File: config.mk
export PLATFORM = sky130hd
export DESIGN_NAME = sepmed3_med
export DESIGN_NICKNAME = d
export VERILOG_FILES = /design/src/rtl/sepmed3_pkg.sv /design/src/rtl/sepmed3_med.sv
export SDC_FILE = /design/constraint.sdc
export NUM_CORES = 1
export LEC_CHECK = 0
export ABC_AREA = 1
export BUFFER_PORTS_ARGS = -buffer_cell sky130_fd_sc_hd__buf_2
export CAP_MARGIN = 20
export CORE_ASPECT_RATIO = 1.75
export CORE_MARGIN = 3
export CORE_UTILIZATION = 50
export DETAILED_ROUTE_END_ITERATION = 6
export PLACE_DENSITY = 0.83
export RECOVER_POWER = 25
export SLEW_MARGIN = 10
export SYNTH_ARGS = -nofsm -noshare
export SYNTH_HDL_FRONTEND = slang
export SYNTH_SLANG_ARGS = --single-unit
File: constraint.sdc
create_clock -name vclk -period 8.7
set_clock_uncertainty 0.1 [all_clocks]
set_input_delay 0.435 -clock vclk [all_inputs]
set_output_delay 0.435 -clock vclk [all_outputs]
set_load 0.01 [all_outputs]
File: src/rtl/sepmed3_pkg.sv
`timescale 1ns / 1ps
// Shared types, constants and the median-of-three helper for the separable median filter.
package sepmed3_pkg;

    localparam int PixelBits     = 8;
    localparam int CfgWidthBits  = 12;
    localparam int CfgHeightBits = 13;
    localparam int ApbDataBits   = 32;
    localparam int ApbAddrBits   = 3;

    localparam logic [CfgWidthBits-1:0]  ResetWidth  = 12'd640;
    localparam logic [CfgHeightBits-1:0] ResetHeight = 13'd480;

    typedef enum logic {
        FUNC_PIXEL = 1'b0,
        FUNC_DRAIN = 1'b1
    } func_t;

    typedef enum logic {
        REG_PLANE_WIDTH  = 1'b0,
        REG_PLANE_HEIGHT = 1'b1
    } reg_idx_t;

    typedef logic [PixelBits-1:0] pixel_t;
    typedef pixel_t [2:0]         win_row_t;
    typedef win_row_t [2:0]       window_t;

    // Per-word decisions made when the word is accepted.
    typedef struct packed {
        logic emit;
        logic filt;
        logic last;
        logic sel_up;
    } item_ctl_t;

    function automatic pixel_t med3(input pixel_t a, input pixel_t b, input pixel_t c);
        pixel_t lo;
        pixel_t hi;
        pixel_t m;
        lo = (a < b) ? a : b;
        hi = (a < b) ? b : a;
        m  = (hi < c) ? hi : c;
        return (lo > m) ? lo : m;
    endfunction

endpackage

File: src/rtl/sepmed3_med.sv
`timescale 1ns / 1ps
// Separable median of a 3x3 window: median of the three row medians.
module sepmed3_med (
    input  sepmed3_pkg::window_t win,
    output sepmed3_pkg::pixel_t  med
);

    import sepmed3_pkg::*;

    pixel_t row_med [3];

    always_comb
    begin
        for (int k = 0; k < 3; k++)
        begin
            row_med[k] = med3(win[k][0], win[k][1], win[k][2]);
        end
        med = med3(row_med[0], row_med[1], row_med[2]);
    end

endmodule

# [Yosys cells after proc, flatten, opt, wreduce, memory -nomap -nowiden]
# Index checks and enable logic that the tools add are counted.
[classes] magnitude_cmp=12 mux=16
[op_table] cell="8-bit two-way mux" count=16
[op_table] cell="8-bit less-than comparator" count=8
[op_table] cell="8-bit > comparator" count=4
[word_totals] regBits=0 in_bits=72 out_inout_bits=8 wordCells=28

# [Longest topological paths before layout]
[depth] ltp_word=12 mapped_depth=67 depth_no_buf=63

# [Least setup slack after synthesis]
# OpenSTA, ideal clock, no wires.
[synth_path] kind="input -> output" from="input port win[39] in the netlist's numbering" to="output port med[0]" t_arrival_ns=8.627 required_ns=8.165 path_slack_ns=-0.462 path_stages=48 path_buffers=5 path_cell_list="inv_1 ha_1 nand2_1 o21a_1 nand2_4 buf_6 clkbuf_1 nand2_1 o21ai_0 ha_1 a21oi_1 nor2_1 a211oi_1 nand2_4 clkbuf_1 o21ai_0 ha_1 a21oi_1 [12 not listed] buf_2 nand2_1 o21ai_0 ha_1 a21oi_1 nor2_1 a211oi_2 nand2_4 nand2_2 nand2_1 ha_1 nand2_1 o21ai_0 nand2_1 a32oi_1 clkinv_1 or2_2 nand2_1"
[synth_via] elab_chain_len=12 elab_cells_between_ends=14
[synth_rtl] element="from (decl)" line_no="sepmed3_med.sv:4" text="input sepmed3_pkg::window_t win,"
[synth_rtl] element="8-bit less-than comparator" line_no="sepmed3_pkg.sv:40, sepmed3_pkg.sv:41"
[synth_rtl] element="8-bit two-way mux" line_no="sepmed3_pkg.sv:41" text="hi = (a < b) ? b : a;"
[synth_rtl] element="8-bit less-than comparator" line_no="sepmed3_pkg.sv:42" text="m = (hi < c) ? hi : c;"
[synth_rtl] element="8-bit two-way mux" line_no="sepmed3_pkg.sv:42"
[synth_rtl] element="8-bit > comparator" line_no="sepmed3_pkg.sv:43" text="return (lo > m) ? lo : m;"
[synth_rtl] element="8-bit two-way mux (*)" line_no="sepmed3_pkg.sv:43"
[synth_rtl] element="8-bit less-than comparator" line_no="sepmed3_pkg.sv:40, sepmed3_pkg.sv:41"
[synth_rtl] element="8-bit two-way mux" line_no="sepmed3_pkg.sv:41"
[synth_rtl] element="8-bit less-than comparator" line_no="sepmed3_pkg.sv:42"
[synth_rtl] element="8-bit two-way mux" line_no="sepmed3_pkg.sv:42"
[synth_rtl] element="8-bit > comparator" line_no="sepmed3_pkg.sv:43"
[synth_rtl] element="8-bit two-way mux (*)" line_no="sepmed3_pkg.sv:43"
[synth_rtl] element="to (decl)" line_no="sepmed3_med.sv:5" text="output sepmed3_pkg::pixel_t med"
# Every way passes the cells marked *; elsewhere a longest branch is shown, timed or not.

# [Final worst setup path]
[layout_path] from="input port win[15] in the netlist's numbering" to="output port med[0]"
# The elaborated chain is that of the path after synthesis.

==> results list <==
- Once detail routing completed, the nets flagged for antenna violations numbered 0.
- Global-route usage over all layers: 22.68%
- Transition time of the tightest slew-check pin: 0.6062 ns
- Total Routed Length: 10460 µm
- STA puts the critical path data required time at 8.17 ns.
* Post-synthesis sequential area ratio: 0%
- Cell area after synthesis: 3643 µm²
- In this run, post-CTS hold repair placed 0 buffers.
- Sequential cell area: 0 µm²
* Most frequent cells in the layout: nand2_1 (193), inv_1 (84), ha_1 (83)
- The floorplan step set the die height to 118.9 µm.
* Crit end category: output port
* Worst max-slew margin expressed relative to the limit: 59.16%
* Core Box Area: 6957 µm²
* Row cnt: 40
- Remaining routing DRC violations: 0
- The largest individual stage delay along the critical path comes from the cell a211oi_2.
- The detailed router finished its first iteration with 191 violations.
* Number of max-cap violations: 0
- The final layout contains a sequential cell count of 0.
- Entering global routing, the biggest net connects 32 pins.
* Critical Path Source Type: input pin
- Max incr delay on CP: 0.36 ns
* Die Outline Area: 8388 µm²
- The via count of the first global-routing pass came to 4397.
- Post-Synthesis Net Count: 813
- Hold/Removal Path Class: in -> out
- Most common cell after layout, fill and taps aside: nand2_1
- Post-DP HPWL: 8730 µm
- Share of cells above drive strength 1: 22.93%
- 80 I/O pins were placed.
- Along the worst hold path, the cell count comes to 8.
- Portion of the clock cycle consumed by the worst path in the final layout: 95.37%
* Final max-slew violation count: 0
- Compared with the post-synthesis result, the final layout area differs by 21.88%.
- Finished layout cell area: 4441 µm²
* Die width: 70.53 µm
- Via/cell ratio: 5.498
* Total of clock buffers placed in the layout: 0
- Via count: 4585
- Cell count after synthesis: 658
* Arrival time at the worst endpoint: 7.76 ns
* Number of setup violations in the final report: 0
- In this run the tool buffered the top-level ports with 80 buffer cells.
- The first global-routing pass estimated 16740 µm of wire.
- Status: completed
* Final estimated routing congestion in global placement: 0.9459
- Dividing the detail-routed wire length by the instance count gives 12.54 µm.
- Critical path fanouts, max: 15
- Min cycle time layout: 8.298 ns
* Effective utilization at floorplan: 52.37%
- For this run, the number of Yosys warnings is 0.
- Diodes inserted: 0
* Pre-antenna DRT Iters: 4
* Path type of the worst setup path: in -> out
* Antenna violations before repair: 0
* Number of nets in the layout: 907
* Unique masters post-synth: 29
- The average instance in the mapped netlist occupies 5.537 µm².
* Final global-route overflow total: 0
- The placed instances occupy a cell area of 4198 µm².
* Final hold viol count: 0
* Fmax achieved: 120.5 MHz
-- critical path, delay by kind of cell --
family	cells	cell delay, ns
buffers and inverters	8	0.94
and+or+nand+nor	18	1.95
AOI/OAI and AO/OA	15	2.78
adders and majority gates	6	1.64
-- per-stage QoR --
stage               worst slack (ns)  hold WS [ns]  instances  TNS (ns)  util, %
floorplan                     0.1001         1.221        658         0        -
global placement              0.2765         1.490        818         0    60.34
detailed placement          -0.06676         1.521        818   -0.1645    60.34
CTS                          0.01262         1.527        818         0    60.34
global route                 -0.1829         1.615        834    -1.170    63.83
finish                        0.4024         1.517        834         0    63.83
-- final cells by class --
type	instances	area, µm²
Timing Repair inverter	1	7.507
Fill cell	660	2516
Tap cell	84	105.1
Inverter	89	337.8
Multi-Input combinational cell	555	3398
Timing Repair Buffer	105	591.8
-- synth_stat cells (all sizes together) (2+ instances only) --
master	instances	area, µm²
nand3	36	180.2
nand4	4	25.02
ha	83	1039
a21oi	53	265.3
inv	86	322.8
nand2	224	948.4
o211ai	2	15.01
nand3b	5	37.54
a211oi	7	57.55
o21a	4	30.03
buf	4	25.02
clkinv	3	11.26
nor2	44	167.7
clkbuf	13	48.80
a21o	2	15.01
o21ai	82	410.4
-- worst paths after layout --
path | end | slack, ns | startpoint
setup / recovery | med[0] | 0.40 | win[15]
hold / removal | med[0] | 1.52 | win[48]
-- kinds of logic (layout without fill, tap and decap cells) --
group | Yosys count | count (layout) | share of synthesized area [%]
AOI/OAI and AO/OA | 154 | 154 | 22.66
adders and majority gates | 83 | 83 | 28.50
buffers and inverters | 106 | 195 | 11.20
and+or+nand+nor | 315 | 318 | 37.64
-- what timing repair did --
action	in CTS	in global routing
buffers inserted	0	11
resized for setup	3	64
pin swaps	0	15
endpoints found under the setup margin	8	8
cloned	0	4
-- metal layers --
layer	wire length, µm	track usage (%)
met2	5874	48.65
met3	364	0.3378
met4	553	8.706
met1	3662	21.43
met5	0	0
Power is not shown: default switching activity piles up to over one toggle a cycle in this logic, so the estimate is an artifact.
