**config.mk**
```make
export PLATFORM = sky130hd
export DESIGN_NAME = sepmed3_seq
export DESIGN_NICKNAME = d
export VERILOG_FILES = /design/src/rtl/sepmed3_pkg.sv /design/src/rtl/sepmed3_seq.sv
export SDC_FILE = /design/constraint.sdc
export NUM_CORES = 1
export LEC_CHECK = 0
export BUFFER_PORTS_ARGS = -buffer_cell sky130_fd_sc_hd__buf_2
export CAP_MARGIN = 30
export CORE_ASPECT_RATIO = 1.4
export CORE_MARGIN = 5
export CORE_UTILIZATION = 60
export CTS_BUF_LIST = sky130_fd_sc_hd__clkbuf_2
export CTS_CLUSTER_SIZE = 28
export DETAILED_ROUTE_END_ITERATION = 8
export PLACE_DENSITY = 0.88
export SYNTH_ARGS = -nofsm -noshare
export SYNTH_HDL_FRONTEND = slang
export SYNTH_SLANG_ARGS = --single-unit
```
**constraint.sdc**
```tcl
create_clock -name clk -period 6.9 [get_ports clk]
set_input_delay 0.345 -clock clk [delete_from_list [all_inputs] [get_ports clk]]
set_output_delay 0.345 -clock clk [all_outputs]
set_load 0.01 [all_outputs]
```
**src/rtl/sepmed3_pkg.sv**
```systemverilog
`timescale 1ns / 1ps
// Shared types, constants and the median-of-three helper for the separable median filter.
package sepmed3_pkg;

    localparam int PixelBits     = 8;
    localparam int CfgWidthBits  = 12;
    localparam int CfgHeightBits = 13;
    localparam int ApbDataBits   = 32;
    localparam int ApbAddrBits   = 3;

    localparam logic [CfgWidthBits-1:0]  ResetWidth  = 12'd640;
    localparam logic [CfgHeightBits-1:0] ResetHeight = 13'd480;

    typedef enum logic {
        FUNC_PIXEL = 1'b0,
        FUNC_DRAIN = 1'b1
    } func_t;

    typedef enum logic {
        REG_PLANE_WIDTH  = 1'b0,
        REG_PLANE_HEIGHT = 1'b1
    } reg_idx_t;

    typedef logic [PixelBits-1:0] pixel_t;
    typedef pixel_t [2:0]         win_row_t;
    typedef win_row_t [2:0]       window_t;

    // Per-word decisions made when the word is accepted.
    typedef struct packed {
        logic emit;
        logic filt;
        logic last;
        logic sel_up;
    } item_ctl_t;

    function automatic pixel_t med3(input pixel_t a, input pixel_t b, input pixel_t c);
        pixel_t lo;
        pixel_t hi;
        pixel_t m;
        lo = (a < b) ? a : b;
        hi = (a < b) ? b : a;
        m  = (hi < c) ? hi : c;
        return (lo > m) ? lo : m;
    endfunction

endpackage

```
**src/rtl/sepmed3_seq.sv**
```systemverilog
`timescale 1ns / 1ps
// Plane size registers, raster position, owed-output count and per-word decisions.
module sepmed3_seq #(
    parameter int MAX_WIDTH  = 2048,
    parameter int MAX_HEIGHT = 4096
) (
    input  logic                                   clk,
    input  logic                                   rst_n,
    input  logic                                   cfg_we,
    input  logic                                   cfg_sel,
    input  logic [sepmed3_pkg::ApbDataBits-1:0]    cfg_wdata,
    input  logic                                   accept,
    input  logic                                   func,
    output logic [sepmed3_pkg::CfgWidthBits-1:0]   plane_width,
    output logic [sepmed3_pkg::CfgHeightBits-1:0]  plane_height,
    output logic [$clog2(MAX_WIDTH)-1:0]           col,
    output logic [$clog2(MAX_WIDTH)-1:0]           up_raddr,
    output logic [$clog2(MAX_WIDTH)-1:0]           mid_raddr,
    output sepmed3_pkg::item_ctl_t                 ctl
);

    import sepmed3_pkg::*;

    localparam int CW = $clog2(MAX_WIDTH);
    localparam int WW = $clog2(MAX_WIDTH + 1);
    localparam int WX = (WW > CfgWidthBits) ? WW : CfgWidthBits;
    localparam int CX = WW + 1;
    localparam int RB = $clog2(MAX_HEIGHT);
    localparam int HB = $clog2(MAX_HEIGHT + 1);
    localparam int HX = (HB > CfgHeightBits) ? HB : CfgHeightBits;
    localparam int QB = HB + 1;
    localparam int PW = $clog2(MAX_WIDTH + 2);
    localparam int ResetW = (int'(ResetWidth) > MAX_WIDTH) ? MAX_WIDTH : int'(ResetWidth);
    localparam int ResetH = (int'(ResetHeight) > MAX_HEIGHT) ? MAX_HEIGHT : int'(ResetHeight);

    logic [CfgWidthBits-1:0]  plane_width_reg, plane_width_next;
    logic [CfgHeightBits-1:0] plane_height_reg, plane_height_next;
    logic [WW-1:0]            w_reg, w_next;
    logic [HB-1:0]            h_reg, h_next;
    logic [CW-1:0]            col_reg, col_next;
    logic [RB-1:0]            row_reg, row_next;
    logic [PW-1:0]            pending_reg, pending_next;

    logic [WX-1:0] pw_x, w_clamp;
    logic [HX-1:0] ph_x, h_clamp;
    logic [WW-1:0] wm1_full;
    logic [CW-1:0] wm1;
    logic [PW-1:0] wp1, dmid_full;
    logic [CW-1:0] qc;
    logic [1:0]    k;
    logic [QB-1:0] r_x, h_x, k_x, qr_x;
    logic          is_drain, pend_full, drain_ok, col_last, row_last, filt, last_pos;

    // Size registers and their clamped working values.
    always_comb
    begin
        plane_width_next  = plane_width_reg;
        plane_height_next = plane_height_reg;
        if (cfg_we && (cfg_sel == REG_PLANE_WIDTH))
        begin
            plane_width_next = cfg_wdata[CfgWidthBits-1:0];
        end
        if (cfg_we && (cfg_sel == REG_PLANE_HEIGHT))
        begin
            plane_height_next = cfg_wdata[CfgHeightBits-1:0];
        end

        pw_x = WX'(plane_width_next);
        if (pw_x == '0)
        begin
            w_clamp = WX'(1);
        end
        else if (pw_x > WX'(MAX_WIDTH))
        begin
            w_clamp = WX'(MAX_WIDTH);
        end
        else
        begin
            w_clamp = pw_x;
        end
        w_next = w_clamp[WW-1:0];

        ph_x = HX'(plane_height_next);
        if (ph_x == '0)
        begin
            h_clamp = HX'(1);
        end
        else if (ph_x > HX'(MAX_HEIGHT))
        begin
            h_clamp = HX'(MAX_HEIGHT);
        end
        else
        begin
            h_clamp = ph_x;
        end
        h_next = h_clamp[HB-1:0];
    end

    // Decisions for the word at the input.
    always_comb
    begin
        is_drain  = (func == FUNC_DRAIN);
        wm1_full  = w_reg - WW'(1);
        wm1       = wm1_full[CW-1:0];
        wp1       = PW'(w_reg) + PW'(1);
        dmid_full = PW'(w_reg) - pending_reg;
        pend_full = (pending_reg >= wp1);
        drain_ok  = (col_reg == '0) && (row_reg == '0) && (pending_reg != '0)
                    && (pending_reg <= wp1);
        col_last  = ((WW'(col_reg) + WW'(1)) == w_reg);
        row_last  = ((HB'(row_reg) + HB'(1)) == h_reg);

        // The emitted pixel sits one row and one column behind the input.
        if (col_reg == '0)
        begin
            qc = wm1;
            k  = 2'd2;
        end
        else
        begin
            qc = col_reg - CW'(1);
            k  = 2'd1;
        end
        r_x = QB'(row_reg);
        h_x = QB'(h_reg);
        k_x = QB'(k);
        if (h_reg == HB'(1))
        begin
            qr_x = '0;
        end
        else if (r_x >= k_x)
        begin
            qr_x = r_x - k_x;
        end
        else
        begin
            qr_x = r_x + h_x - k_x;
        end

        filt     = (qr_x >= QB'(2)) && ((qr_x + QB'(3)) <= h_x)
                   && (qc >= CW'(1)) && ((CX'(qc) + CX'(2)) <= CX'(w_reg));
        last_pos = (qr_x == (h_x - QB'(1))) && (qc == wm1);

        if (is_drain)
        begin
            ctl.emit   = drain_ok;
            ctl.filt   = 1'b0;
            ctl.last   = (pending_reg == PW'(1));
            ctl.sel_up = (pending_reg == wp1);
            up_raddr   = wm1;
            mid_raddr  = dmid_full[CW-1:0];
        end
        else
        begin
            ctl.emit   = pend_full;
            ctl.filt   = filt;
            ctl.last   = last_pos;
            ctl.sel_up = 1'b0;
            up_raddr   = col_reg;
            mid_raddr  = col_reg;
        end
    end

    always_comb
    begin
        col_next     = col_reg;
        row_next     = row_reg;
        pending_next = pending_reg;
        if (cfg_we)
        begin
            col_next     = '0;
            row_next     = '0;
            pending_next = '0;
        end
        else if (accept && !is_drain)
        begin
            if (col_last)
            begin
                col_next = '0;
                row_next = row_last ? '0 : (row_reg + RB'(1));
            end
            else
            begin
                col_next = col_reg + CW'(1);
            end
            pending_next = pend_full ? wp1 : (pending_reg + PW'(1));
        end
        else if (accept && drain_ok)
        begin
            pending_next = pending_reg - PW'(1);
        end
    end

    always_ff @(posedge clk or negedge rst_n)
    begin
        if (!rst_n)
        begin
            plane_width_reg  <= ResetWidth;
            plane_height_reg <= ResetHeight;
            w_reg            <= WW'(ResetW);
            h_reg            <= HB'(ResetH);
            col_reg          <= '0;
            row_reg          <= '0;
            pending_reg      <= '0;
        end
        else
        begin
            plane_width_reg  <= plane_width_next;
            plane_height_reg <= plane_height_next;
            w_reg            <= w_next;
            h_reg            <= h_next;
            col_reg          <= col_next;
            row_reg          <= row_next;
            pending_reg      <= pending_next;
        end
    end

    assign plane_width  = plane_width_reg;
    assign plane_height = plane_height_reg;
    assign col          = col_reg;

endmodule

```
After elaboration in Yosys (flattened, before gate mapping)
Index checks and enable logic that the tools add are counted.
{"block": "word_totals", "ff_bits": 85, "inputBits": 38, "wordCells": 85}
{"block": "op_classes", "n_addsub": 16, "n_lt_le_gt_ge": 9, "n_eq_ne": 7, "muxes": 24, "bitwise": 1, "reduce_logical": 21}
{"op": "two-way mux 12 bit", "n": 11}
{"op": "two-way mux 11 bit", "n": 6}
{"op": "two-way mux 13 bit", "n": 3}
{"op": "adder 12 x 1 -> 12 bit, second input constant", "n": 3}
{"op": "two-way mux 14 bit", "n": 2}
{"op": "== test 12 bit", "n": 2}
{"op": "less-or-equal comparator 12 bit", "n": 2}
{"op": "zero test 12 bit", "n": 2}
{"op": "subtractor 11 x 1 -> 11 bit, second input constant", "n": 2}
{"op": "adder 12 x 13 -> 14 bit", "n": 1}
{"op": "adder 14 x 2 -> 14 bit, second input constant", "n": 1}
{"op": "== test 14 bit", "n": 1}
{"op": "greater-or-equal comparator 14 x 2 -> 1 bit, second input constant", "n": 1}
{"op": "less-or-equal comparator 14 x 13 -> 1 bit", "n": 1}
{"op": "subtractor 13 x 1 -> 14 bit, second input constant", "n": 1}
{"op": "subtractor 14 x 2 -> 14 bit", "n": 1}
{"op": "adder 12 x 1 -> 13 bit, second input constant", "n": 1}
{"op": "== test 13 x 1 -> 1 bit, second input constant", "n": 1}
{"op": "== test 13 bit", "n": 1}
{"op": "> comparator 13 bit, second input constant", "n": 1}
{"op": "zero test 13 bit", "n": 1}
{"op": "subtractor 12 x 2 -> 13 bit", "n": 1}
{"op": "adder 11 x 1 -> 12 bit, second input constant", "n": 1}
{"op": "adder 11 x 2 -> 12 bit, second input constant", "n": 1}
{"op": "other kinds (19)", "n": 30}

Longest topological paths before layout
Gate-level depths: netlist of run 1.
{"block": "depth", "ltp_word": 11, "ltp_mapped": 27, "mapped_depth_nobuf": 25}

Least setup slack after synthesis of run 1
OpenSTA, ideal clock, no wires.
{"block": "synth_path", "kind": "register to output", "from": "reg col_reg[0] (netlist: col[0])", "to": "out ctl[2] (netlist name)", "t_arrival_ns": 5.764, "required_time_ns": 6.555, "slack_ns": 0.791, "stages_incl_launch_ff": 28, "cell_sequence": "dfrtp_1 clkbuf_1 inv_1 ha_1 nor3b_1 nand2_1 inv_1 clkbuf_1 fa_1 inv_1 fa_1 a211o_1 a211oi_1 nor2_1 xnor2_1 a21oi_1 nand4_1 xor2_1 ha_1 a21o_1 a21o_1 a21oi_1 o21ai_0 a21oi_1 nor2b_1 o31ai_1 o211ai_1 a21oi_1"}
{"item": "from (decl)", "line_no": "sepmed3_seq.sv:40", "source": "logic [CW-1:0] col_reg, col_next;"}
{"item": "from (signal assigned)", "line_no": "sepmed3_seq.sv:212", "source": "col_reg <= col_next;"}
{"item": "to (decl)", "line_no": "sepmed3_seq.sv:19", "source": "output sepmed3_pkg::item_ctl_t ctl"}

==> flow_summary.yaml, run 1 <==
run_status:
  status: "finished clean"
sta:
  finalSetupViolCount: 0
  slew_headroom_pct: 41.2
  finalSetupTns_ps: 0
  fmax_mhz: 151
  worst_hold_slack_ps: 31.3
  worst_pin_slew_ps: 874
  slew_viol_final: 0
  fin_skew_ps: 27.0
  post-route-period-util_pct: 95.9
  period_needed_ps: 6620
  setup_slack_ps: 285
  hold_viol: 0
worst_setup_path:
  startpoint_type: "flip-flop"
  cp.arrival_ps: 6270
  max_stage_delay_ps: 490
  crit_type: "reg2out"
  crit_path_start: "col[0]$_DFFE_PN0P_"
  critPathSlowestCell: "dfrtp_2"
  r2r-start: "w_reg[2]$_DFF_PN0_"
  r2r_setup_slack_ps: 2060
  crit_path_end_kind: "output port"
  crit_family: "compound AO/OA/AOI/OAI gates"
  required_ps: 6550
  worstRegToRegCells: 16
  path_buf_inv: 5
  worstReg2RegEnd: "pending_reg[4]$_DFFE_PN0P_"
  crit_fanout: 8
grt:
  track_usage_pct: 31.3
  antenna_found_initial: 1
  grt_max_degree: 67
  grt_first_pass_wirelength_mm: 46.6
  grt_util_met1_pct: 33.5
  grt-ovfl-total: 0
  first_global_vias: 9443
  met2_usage_pct: 54.2
  gr-max-usage-layer: "met2"
  grtUsageMet3_pct: 4.11
logic_synthesis:
  syn_inst: 1217
  synth-seq-cells: 84
  syn_area_um2: 9550
  seq_area_frac_synth_pct: 22.2
  synth_nets: 1348
  synth_edf_count: 0
  postSynthAreaPerCell_um2: 7.84
  yosys_warnings: 0
  synth_top_area_share_pct: 18.9
  synth_cell_types: 84
  synth.area.top_cells: "dfrtp_1, ha_1, xnor2_1, inv_1, nor2_1"
  synth_top_flop_cell: "dfrtp_1"
  synthArstFlopShare_pct: 100
  synth_top_area_cell: "dfrtp_1"
min_path:
  holdPathEnd: "plane_height[0]$_DFF_PN0_"
  hp-class: "in2reg"
  hold_start: "cfg_wdata[0]"
  min_path_cells: 2
die:
  dieArea_um2: 18600
  die_x_um: 117
  fp.dieH_um: 159
  pin_count: 100
  rows: 54
  fp.coreArea_um2: 15600
  start_util_pct: 61.2
placed_design:
  io_buffers: 80
  placed_area_um2: 10000
  pre_cts_slack_ps: 431
  dp_hpwl_mm: 23.2
  gp_congestion: 0.992
clock_tree:
  ctsRootBufferMaster: "clkbuf_2"
  cts.path.max_buffers: 2
  cts_buffers: 9
  cts.sinks: 84
  path_clk_slew_ps: 260
  cts_tree: "done"
  htree_levels: 3
  clkLatencyLatePin_ps: 570
final_layout:
  area_growth_pct: 7.85
  largest_reg_flops: 13
  finalInstanceArea_um2: 10300
  layout_common_cells: "inv_1, nor2_1, xnor2_1"
  drive_above_1_share_pct: 14.5
  final_nets: 1401
pwr:
  pwr_density_cell_nw_per_um2: 265
  leakage_nw: 4.71
  peakVddDrop_v: 0.000278
  power_mw: 2.73
routing:
  drtPass1Iterations: 6
  drtIter0Drc: 741
  vias_per_cell: 6.55
  drc_errors: 0
  antenna_left: 0
  vias: 9641
  wl_per_cell_um: 20.0
  wirelength_mm: 29.4
flow_run:
  maxCapViolCount: 0
## metrics by stage
| step | cells | utilization [%] |
|---|---|---|
| 4_1_cts | 1465 | 65.4 |
| 2_1_floorplan | 1217 | - |
| 3_5_place_dp | 1448 | 64.3 |
| 6_report | 1472 | 66.0 |
| 3_3_place_gp | 1447 | 64.2 |
| 5_1_grt | 1472 | 66.0 |
## cell families after synthesis
| logic type | share of synthesized area [%] |
|---|---|
| flip-flops | 22.2 |
| AO/OA/AOI/OAI | 20.1 |
| buffers and inverters | 7.84 |
| AND/OR/NAND/NOR | 21.4 |
| XOR/XNOR | 11.4 |
| adder cells (fa/ha/maj) | 12.5 |
| multiplexers | 4.55 |
## power breakdown
| group | internal [mW] | leakage, nW | switching [mW] | total, mW |
|---|---|---|---|---|
| clock | 0.0900 | 0.0748 | 0.196 | 0.286 |
| sequential | 0.559 | 1.05 | 0.123 | 0.682 |
| combinational | 0.733 | 3.59 | 1.03 | 1.76 |
| total | 1.38 | 4.71 | 1.35 | 2.73 |
## repair_timing
item | 4_1_cts | 5_1_grt
setup buffers | 0 | 6
gates resized for setup | 6 | 8
hold buffers | 1 | 0
pin swaps | 0 | 2
cloned | 0 | 0
hold endpoints to repair | 72 | 0
setup endpoints to repair | 1 | 2
## layout make-up
type                            instances  area [um2]
Multi-Input combinational cell        953        6750
Fill cell                            1339        5310
Sequential cell                        84        2120
Timing Repair Buffer                  106         621
Inverter                              116         435
Tap cell                              196         245
Clock inverter                          6        71.3
Clock buffer                           10        50.0
Antenna cell                            1        2.50
## worst max-delay path by stage
stage,slack [ps],endpoint,cells after the start
finish,280,ctl[2],25
global route,-30,ctl[2],26
CTS,60,ctl[2],24
detailed placement,430,ctl[2],23
global placement,640,ctl[2],24
floorplan,790,ctl[2],27
## routing by layer
| layer | routed length, um | share of wire (%) |
|---|---|---|
| met4 | 2520 | 8.6 |
| met2 | 14800 | 50 |
| met1 | 10500 | 36 |
| met3 | 1520 | 5.2 |
| met5 | 0 | 0 |
## Yosys cell counts (13+ instances only)
library cell and number:
a21o_1 20, a21oi_1 57, clkbuf_1 43, dfrtp_1 72, ha_1 89, inv_1 114
mux2i_1 31, nand2_1 87, nand3_1 34, nand4_1 31, nor2_1 114, nor3_1 43
nor4_1 14, o21ai_0 69, o22ai_1 13, o31ai_1 15, xnor2_1 92, xor2_1 30
Power figures use the tool's default switching activity.
==> run 2: changes to the inputs <==
Settings changed: PLACE_DENSITY 0.88 to 0.89.
==> flow_summary.yaml, run 2 (synthesized netlist as in run 1, its figures left out) <==
run_status:
  status: "finished clean"
pwr:
  peakVddDrop_v: 0.000216
  clkPwrFrac_pct: 11.6
  netSwitchingFraction_pct: 48.8
  leakage_nw: 4.78
  power_switching_mw: 1.38
  intPower_mw: 1.45
  pwr_density_cell_nw_per_um2: 272
  comb_power_share_pct: 64.5
  share_seq_of_total_power_pct: 23.9
clock_tree:
  cts_tree: "done"
  htree_levels: 3
  clkLatencyLatePin_ps: 610
  cts.path.max_buffers: 2
  path_clk_slew_ps: 300
  cts_buffers: 9
  ctsRootBufferMaster: "clkbuf_2"
  cts.sinks: 84
grt:
  grt_first_pass_wirelength_mm: 47.4
  first_global_vias: 9513
  track_usage_pct: 32.0
  grt-ovfl-total: 0
  grt_max_degree: 71
  antenna_found_initial: 1
sta:
  slew_headroom_pct: 34.9
  period_needed_ps: 6570
  worst_pin_slew_ps: 961
  hold_viol: 0
  post-route-period-util_pct: 95.2
  fin_skew_ps: 66.9
  worst_hold_slack_ps: 20.2
  finalSetupTns_ps: 0
  setup_slack_ps: 334
  fmax_mhz: 152
  slew_viol_final: 0
  finalSetupViolCount: 0
placed_design:
  placed_area_um2: 10000
  io_buffers: 80
  pre_cts_slack_ps: 156
  dp_hpwl_mm: 23.3
  gp_congestion: 1.02
routing:
  vias: 9749
  drtPass1Iterations: 5
  vias_per_cell: 6.57
  wl_per_cell_um: 20.4
  drc_errors: 0
  drtIter0Drc: 855
  antenna_left: 0
  wirelength_mm: 30.3
die:
  fp.dieH_um: 159
  rows: 54
  fp.coreArea_um2: 15600
  pin_count: 100
  die_x_um: 117
  start_util_pct: 61.2
  dieArea_um2: 18600
worst_setup_path:
  worstReg2RegEnd: "pending_reg[9]$_DFFE_PN0P_"
  startpoint_type: "flip-flop"
  cp.arrival_ps: 6220
  required_ps: 6550
  crit_fanout: 5
  crit_path_start: "col[7]$_DFFE_PN0P_"
  crit_type: "reg2out"
  worstRegToRegCells: 16
  r2r_setup_slack_ps: 2000
  crit_path_end_kind: "output port"
  endpoint: "ctl[2]"
  r2r-start: "w_reg[2]$_DFF_PN0_"
final_layout:
  largest_reg_flops: 13
  final_common_cell: "inv_1"
  finalInstanceArea_um2: 10400
  final_nets: 1413
  layout_common_cells: "inv_1, nor2_1, xnor2_1"
  area_growth_pct: 9.29
  fin_util_pct: 66.8
  drive_above_1_share_pct: 15.4
  fillers: 1253
min_path:
  hp-class: "in2reg"
flow_run:
  maxCapViolCount: 0
run 2: power groups by stage:
| stage | Combinational [mW] | Clock (mW) | Sequential [mW] |
|---|---|---|---|
| floorplan | 1.30 | 0 | 0.624 |
| CTS | 1.71 | 0.330 | 0.669 |
| finish | 1.83 | 0.329 | 0.677 |
| global route | 1.99 | 0.356 | 0.683 |
| global placement | 1.63 | 0 | 0.675 |
| detailed placement | 1.68 | 0 | 0.678 |
run 2: worst min-delay path by stage:
| stage | start | to | cells past startpoint |
|---|---|---|---|
| after floorplan | rst_n | col[0]$_DFFE_PN0P_ | 0 |
| after CTS | cfg_wdata[0] | plane_height[0]$_DFF_PN0_ | 2 |
| after global placement | rst_n | col[5]$_DFFE_PN0P_ | 1 |
| after detailed placement | rst_n | col[5]$_DFFE_PN0P_ | 1 |
| after global routing | cfg_wdata[6] | plane_height[6]$_DFF_PN1_ | 3 |
| final | cfg_wdata[6] | plane_height[6]$_DFF_PN1_ | 3 |
run 2: what timing repair did:
| action | in CTS | in global routing |
|---|---|---|
| hold endpoints to repair | 14 | 5 |
| pin swaps | 1 | 7 |
| endpoints found under the setup margin | 1 | 2 |
| hold buffers | 1 | 4 |
| resized for setup | 7 | 14 |
| buffers inserted | 2 | 12 |
run 2: cell type report:
type                       count  area, um2  area share (%)
clock inverter                 7        105            1.01
clock buffer                   9       45.0           0.432
timing repair buffer         118        701            6.72
sequential                    84       2120            20.3
multi-input combinational    953       6780            65.0
antenna                        1       2.50          0.0240
tap                          196        245            2.35
inverter                     116        435            4.17
run 2: worst max-delay path: stages, from the launching register on:
cell,delay [ps]
dfrtp_1,440
nor4_2,440
and2_1,240
nand2_2,120
ha_1,300
inv_1,40
ha_1,230
fa_2,380
a211o_1,370
o21ai_0,120
xnor2_1,180
o211a_1,250
nor4b_4,250
and2_1,210
xor2_1,170
ha_1,260
nand4_1,180
nor2_1,80
a211oi_1,370
o21ai_0,160
a21oi_1,160
nor2b_1,70
o31ai_2,230
o211ai_1,140
a21oi_1,130
buf_2,140
run 2: per-stage QoR:
stage	total power [mW]	instances
after CTS	2.71	1467
after detailed placement	2.36	1448
after floorplan	1.92	1217
after global placement	2.31	1448
final	2.83	1484
after global routing	3.03	1484
run 2: metal layers:
metal  share of wire [%]  GRT usage [%]  wire (um)  up-vias
li1                    -              -          -     4459
met1                  35           34.4      10700     4600
met5                   0              0          0        -
met3                 6.3           5.51       1900      179
met4                 8.6           24.7       2620        0
met2                  50           54.2      15100      511
